**config.mk**
```make
export PLATFORM = sky130hd
export DESIGN_NAME = kufef_ctrl
export DESIGN_NICKNAME = d
export VERILOG_FILES = /design/src/kufef_pkg.sv /design/src/kufef_ctrl.sv
export SDC_FILE = /design/constraint.sdc
export NUM_CORES = 1
export LEC_CHECK = 0
export CAP_MARGIN = 25
export CORE_ASPECT_RATIO = 1.25
export CORE_MARGIN = 1.5
export CORE_UTILIZATION = 28
export CTS_CLUSTER_SIZE = 14
export DETAILED_ROUTE_END_ITERATION = 16
export DONT_BUFFER_PORTS = 1
export MAX_ROUTING_LAYER = met4
export PLACE_DENSITY = 0.44
export SLEW_MARGIN = 20
export SYNTH_ARGS = -nofsm -noshare
export SYNTH_HDL_FRONTEND = slang
export SYNTH_SLANG_ARGS = --single-unit
```
**constraint.sdc**
```tcl
create_clock -name i_clk -period 2.2 [get_ports i_clk]
set_clock_uncertainty 0.15 [all_clocks]
set_input_delay 0.11 -clock i_clk [delete_from_list [all_inputs] [get_ports i_clk]]
set_output_delay 0.11 -clock i_clk [all_outputs]
set_load 0.02 [all_outputs]
```
**src/kufef_pkg.sv**
```systemverilog
// Package for the union-find edge filter: fixed field widths, controller
// states, and the command and status structs between controller and datapath.
// No dependencies.
package kufef_pkg;

    localparam int VCOUNT_W   = 11;
    localparam int ENDPOINT_W = 11;
    localparam int WEIGHT_W   = 32;
    localparam int TOTAL_W    = 10;
    localparam int S_TDATA_W  = 56;
    localparam int S_TUSER_W  = 1;
    localparam int M_TDATA_W  = 64;
    localparam int M_TUSER_W  = 3;

    localparam logic [VCOUNT_W-1:0] VCOUNT_RESET = 11'd1024;
    localparam logic [VCOUNT_W-1:0] VCOUNT_MIN   = 11'd2;

    typedef enum logic [3:0] {
        ST_RST_CLEAR,
        ST_IDLE,
        ST_CHECK,
        ST_CLEAR,
        ST_WALK_A,
        ST_COMP_A,
        ST_WALK_B,
        ST_COMP_B,
        ST_JOIN_CHILD,
        ST_JOIN_ROOT,
        ST_DONE
    } t_state;

    typedef enum logic [1:0] {
        PTR_HOLD,
        PTR_ENDPOINT,
        PTR_LINK
    } t_ptr_op;

    typedef enum logic [2:0] {
        WR_NONE,
        WR_CLEAR,
        WR_COMPRESS,
        WR_JOIN_CHILD,
        WR_JOIN_ROOT
    } t_wr_op;

    typedef struct packed {
        logic    load_in;
        logic    clr_init;
        t_ptr_op ptr_op;
        logic    ep_sel_b;
        logic    save_root;
        logic    root_sel_b;
        t_wr_op  wr_op;
        logic    count_inc;
        logic    out_load;
    } t_cmd;

    typedef struct packed {
        logic new_run;
        logic clr_last;
        logic edge_skip;
        logic link_is_root;
        logic ptr_at_root_a;
        logic ptr_at_root_b;
        logic same_root;
        logic out_free;
    } t_status;

endpackage

```
**src/kufef_ctrl.sv**
```systemverilog
// Controller for the union-find edge filter: sequences clear, find,
// path compression, union and result hand-off. Depends on kufef_pkg.
module kufef_ctrl
    import kufef_pkg::*;
(
    input  logic    i_clk,
    input  logic    i_rst_n,
    input  logic    i_s_tvalid,
    output logic    o_s_tready,
    input  t_status i_status,
    output t_cmd    o_cmd
);

    t_state r_state;
    t_state n_state;

    always_ff @(posedge i_clk) begin
        if (!i_rst_n) begin
            r_state <= ST_RST_CLEAR;
        end else begin
            r_state <= n_state;
        end
    end

    always_comb begin
        n_state = r_state;
        case (r_state)
            ST_RST_CLEAR: begin
                if (i_status.clr_last) n_state = ST_IDLE;
            end
            ST_IDLE: begin
                if (i_s_tvalid) n_state = ST_CHECK;
            end
            ST_CHECK: begin
                if (i_status.new_run) begin
                    n_state = ST_CLEAR;
                end else if (i_status.edge_skip) begin
                    n_state = ST_DONE;
                end else begin
                    n_state = ST_WALK_A;
                end
            end
            ST_CLEAR: begin
                if (i_status.clr_last) n_state = ST_CHECK;
            end
            ST_WALK_A: begin
                if (i_status.link_is_root) n_state = ST_COMP_A;
            end
            ST_COMP_A: begin
                if (i_status.ptr_at_root_a) n_state = ST_WALK_B;
            end
            ST_WALK_B: begin
                if (i_status.link_is_root) n_state = ST_COMP_B;
            end
            ST_COMP_B: begin
                if (i_status.ptr_at_root_b) begin
                    n_state = i_status.same_root ? ST_DONE : ST_JOIN_CHILD;
                end
            end
            ST_JOIN_CHILD: n_state = ST_JOIN_ROOT;
            ST_JOIN_ROOT:  n_state = ST_DONE;
            ST_DONE: begin
                if (i_status.out_free) n_state = ST_IDLE;
            end
            default: n_state = ST_IDLE;
        endcase
    end

    always_comb begin
        o_cmd      = '0;
        o_s_tready = 1'b0;
        case (r_state)
            ST_RST_CLEAR: o_cmd.wr_op = WR_CLEAR;
            ST_IDLE: begin
                o_s_tready    = 1'b1;
                o_cmd.load_in = i_s_tvalid;
            end
            ST_CHECK: begin
                if (i_status.new_run) begin
                    o_cmd.clr_init = 1'b1;
                end else if (!i_status.edge_skip) begin
                    o_cmd.ptr_op = PTR_ENDPOINT;
                end
            end
            ST_CLEAR: o_cmd.wr_op = WR_CLEAR;
            ST_WALK_A: begin
                if (i_status.link_is_root) begin
                    o_cmd.save_root = 1'b1;
                    o_cmd.ptr_op    = PTR_ENDPOINT;
                end else begin
                    o_cmd.ptr_op = PTR_LINK;
                end
            end
            ST_COMP_A: begin
                if (i_status.ptr_at_root_a) begin
                    o_cmd.ptr_op   = PTR_ENDPOINT;
                    o_cmd.ep_sel_b = 1'b1;
                end else begin
                    o_cmd.wr_op  = WR_COMPRESS;
                    o_cmd.ptr_op = PTR_LINK;
                end
            end
            ST_WALK_B: begin
                o_cmd.ep_sel_b   = 1'b1;
                o_cmd.root_sel_b = 1'b1;
                if (i_status.link_is_root) begin
                    o_cmd.save_root = 1'b1;
                    o_cmd.ptr_op    = PTR_ENDPOINT;
                end else begin
                    o_cmd.ptr_op = PTR_LINK;
                end
            end
            ST_COMP_B: begin
                o_cmd.ep_sel_b   = 1'b1;
                o_cmd.root_sel_b = 1'b1;
                if (!i_status.ptr_at_root_b) begin
                    o_cmd.wr_op  = WR_COMPRESS;
                    o_cmd.ptr_op = PTR_LINK;
                end
            end
            ST_JOIN_CHILD: o_cmd.wr_op = WR_JOIN_CHILD;
            ST_JOIN_ROOT: begin
                o_cmd.wr_op     = WR_JOIN_ROOT;
                o_cmd.count_inc = 1'b1;
            end
            ST_DONE: o_cmd.out_load = i_status.out_free;
            default: o_cmd = '0;
        endcase
    end

endmodule

```
# --- Word-level counts from Yosys, hierarchy flattened ---
# Cells that the tools add are included.
classes:
  n_eq_ne: 18
  shifts: 0
  bitwise_logic: 0
  n_div: 0
  n_mul: 0
  n_addsub: 0
  reduce_logical: 5
  magnitude_cmp: 0
  mux: 32
ops:
  columns: ["op", "count"]
  rows:
  - ["$pmux W4 S11", 1]
  - ["$mux W4", 10]
  - ["$eq A4 B3 Y1 const B", 4]
  - ["$ne A2 B2 Y1 const B", 8]
  - ["$pmux W3 S5", 1]
  - ["$mux W2", 7]
  - ["$eq A4 B4 Y1 const B", 3]
  - ["$mux W1", 11]
  - ["$eq A4 B2 Y1 const B", 2]
  - ["$pmux W2 S4", 1]
  - ["$reduce_and A8 Y1", 1]
  - ["$reduce_or A2 Y1", 3]
  - ["$eq A4 B1 Y1 const B", 1]
  - ["$logic_not A4 Y1", 1]
  - ["$pmux W1 S2", 1]
word_totals:
  mem_count: 0
  rom_bits: 0
  elab_cells: 56
  ff_bits: 4
  ramBits: 0
  in_bits: 11
  latch_bits: 0
  output_inout_bits: 13

# --- Depth between registers and ports, before layout ---
logic_depth:
  depth_word: 3
  mapped_depth: 7
  ltp_nobuf: 5

# --- Worst setup path before layout ---
# Ideal clock, no wire load.
synth_timing:
  path_type: "register to output"
  startpoint: "register r_state[3]"
  endpoint: "output o_cmd[11] in the netlist's numbering"
  t_required_ps: 1940
  n_path_buf: 1
  path_slack_ps: 501
  arrival_time_ps: 1439
  stages_incl_launch_ff: 5
  cell_sequence: "dfxtp_1 clkbuf_8 nand2b_1 nor3_1 and2_1"
synth_rtl:
  columns: ["item", "line_no", "rtl"]
  rows:
  - ["start: declaration", "kufef_ctrl.sv:14", "t_state r_state;"]
  - ["start signal: assignment", "kufef_ctrl.sv:21", "r_state <= n_state;"]
  - ["end: declaration", "kufef_ctrl.sv:11", "output t_cmd o_cmd"]

==> reports/qor.yml <==
cells_and_area:
  drive_gt1_frac: 0.200
  antenna_cells: 0
  fin_util: 0.303
  top_regs: "r_state (4)"
  area_delta_synth_final_pct: 1.17
  final_area_um2: 542
  nNetsFinal: 83
  stdcell_count: 89
  largest_register: "r_state"
  num-fill-cells: 221
  largest_reg_flops: 4
placement:
  post-place-cells: 85
  pre_cts_slack_ns: 0.303
  globalplace.congestion: 0.723
  dpl_cell_area_um2: 508
  port_buffers: 0
  hpwl_um: 972
die:
  rows: 17
  die_y_um: 51.9
  die-area_um2: 2190
  core_area_um2: 1790
  initial_core_util: 0.300
  io-pin-count: 24
  dieWidth_um: 42.1
timing:
  fin_crit_sh: 0.894
  setup_tns_ns: 0
  hold_viol_final: 0
  postLayoutSetupSlackWorst_ns: 0.232
  hold_slack_ns: 0.0929
  slew_headroom: 0.628
  drv_slew: 0
  rsz0062_at_grt: "no"
  finalSetupViolCount: 0
  fmax_mhz: 508
  worst_pin_slew_ns: 0.557
  period_needed_ns: 1.97
clocking:
  clk_latency_ns: 0.23
  clk_path_buf_depth: 2
  clkSinkCount: 4
  clkTransAtPathRegs_ns: 0.04
  cts.htree.levels: 1
  clk_root_buffer_cell: "clkbuf_4"
  tritoncts: "built"
  cts_setup_buffers: 0
  cts_buffers: 3
synth:
  syn_inst: 68
  synth.distinct_cells: 30
  synth_nets: 79
  syn_avg_cell_area_um2: 7.88
  synth_seq_area_share: 0.150
  synth-seq-cells: 4
  yosysWarnings: 0
  syn_area_um2: 536
global_route:
  grt_overflow_total: 0
  grt_max_degree: 20
  grt.total_usage: 0.134
  grt_pass1_vias: 474
  antenna_found_initial: 0
  grt_pass1_wl_um: 2130
drt:
  firstDrtPassIters: 4
  drc: 0
  wire_per_inst_um: 14.4
  drtIter0Drc: 10
  via_per_inst: 5.87
  drt_wl_total_um: 1280
  via_count: 522
  ant_nets: 0
hold_path:
  hold_path_class: "primary input to flip-flop"
power_and_ir_drop:
  power_density_nw_per_um2: 1070
  p_total_uw: 581
  ir_worst_vdd_uv: 396
  p_leak_nw: 0.186
setup_path:
  path_class: "flip-flop to output pin"
  end_kind: "output pin"
  cp.arrival_ns: 1.71
  critPathMaxFanout: 15
  cp-start-kind: "flip-flop"
  required_ns: 1.94
flow_run:
  maxCapViolCount: 0
run_status:
  outcome: "completed"
==> report_power, final <==
part	internal [mW]	switching, mW	total (mW)
clock	0.0610	0.0290	0.0900
combinational	0.138	0.180	0.318
sequential	0.0943	0.0792	0.174
==> worst paths after layout <==
check | from | to | slack (ns) | cells past startpoint
worst max-delay path | r_state[1] | o_cmd[8] | 0.23 | 4
worst min-delay path | i_status[1] | r_state[1] | 0.09 | 4
worst max register to register | r_state[0] | r_state[3] | 0.47 | 5
worst min register to register | r_state[1] | r_state[1] | 0.42 | 2
==> kinds of logic after synthesis <==
logic type | count (synthesis) | synth area share
DFF | 4 | 0.150
muxes | 5 | 0.103
AOI/OAI and AO/OA | 16 | 0.210
and+or+nand+nor | 35 | 0.372
buffers and inverters | 8 | 0.166
==> synth_stat cells, drive strengths merged <==
cell type	number	area, um2
o211ai	1	7.51
and4	1	8.76
inv	2	7.51
nand2	9	33.8
and4b	1	10.0
o2111ai	1	8.76
buf	4	53.8
nor3b	3	27.5
nand2b	3	28.8
dfxtp	4	80.1
nand3b	1	7.51
mux2	1	15.0
o32ai	2	17.5
mux2i	4	40.0
a22oi	1	7.51
o21ai	3	15.0
a21oi	6	41.3
a211oi	1	7.51
o21a	1	7.51
and2	1	6.26
and3b	1	12.5
nor3	4	20.0
nor2	10	37.5
nor2b	1	6.26
clkbuf	2	27.5
==> area by class of cell <==
cell class	count	area (um2)	area share
Clock buffer	3	22.5	0.0416
Inverter	2	7.51	0.0139
Multi-Input combinational cell	56	367	0.677
Sequential cell	4	81.3	0.150
Tap cell	19	23.8	0.0439
Timing Repair Buffer	5	40.0	0.0739
==> metal layers <==
metal	vias to the layer above	part of all wire	GRT usage
li1	248	-	-
met1	251	0.43	0.145
met2	19	0.49	0.221
met3	4	0.053	0.0243
met4	0	0.026	0.0938
met5	-	0	-
==> worst max-delay path, stage by stage (launching register included) <==
cell and delay, ns:
dfxtp_2 0.47, inv_1 0.19, nor3_1 0.32, a22oi_1 0.14, nor2_1 0.35
==> what timing repair did <==
action	in CTS	in global routing
hold endpoints to repair	4	0
setup endpoints to repair	0	1
hold buffers	1	0
resized for setup	0	1
==> cells in the final DEF (no fill, tap or decap), types with 2 or more instances in the layout <==
cell	instances
clkbuf_4	3
o32ai_1	2
a21oi_1	5
mux2i_1	4
inv_1	2
nand2_1	9
o21ai_0	3
buf_4	4
nor3b_1	2
dfxtp_1	3
nor3_1	4
nor2_1	10
No activity file was read; power rests on OpenSTA's default activity.
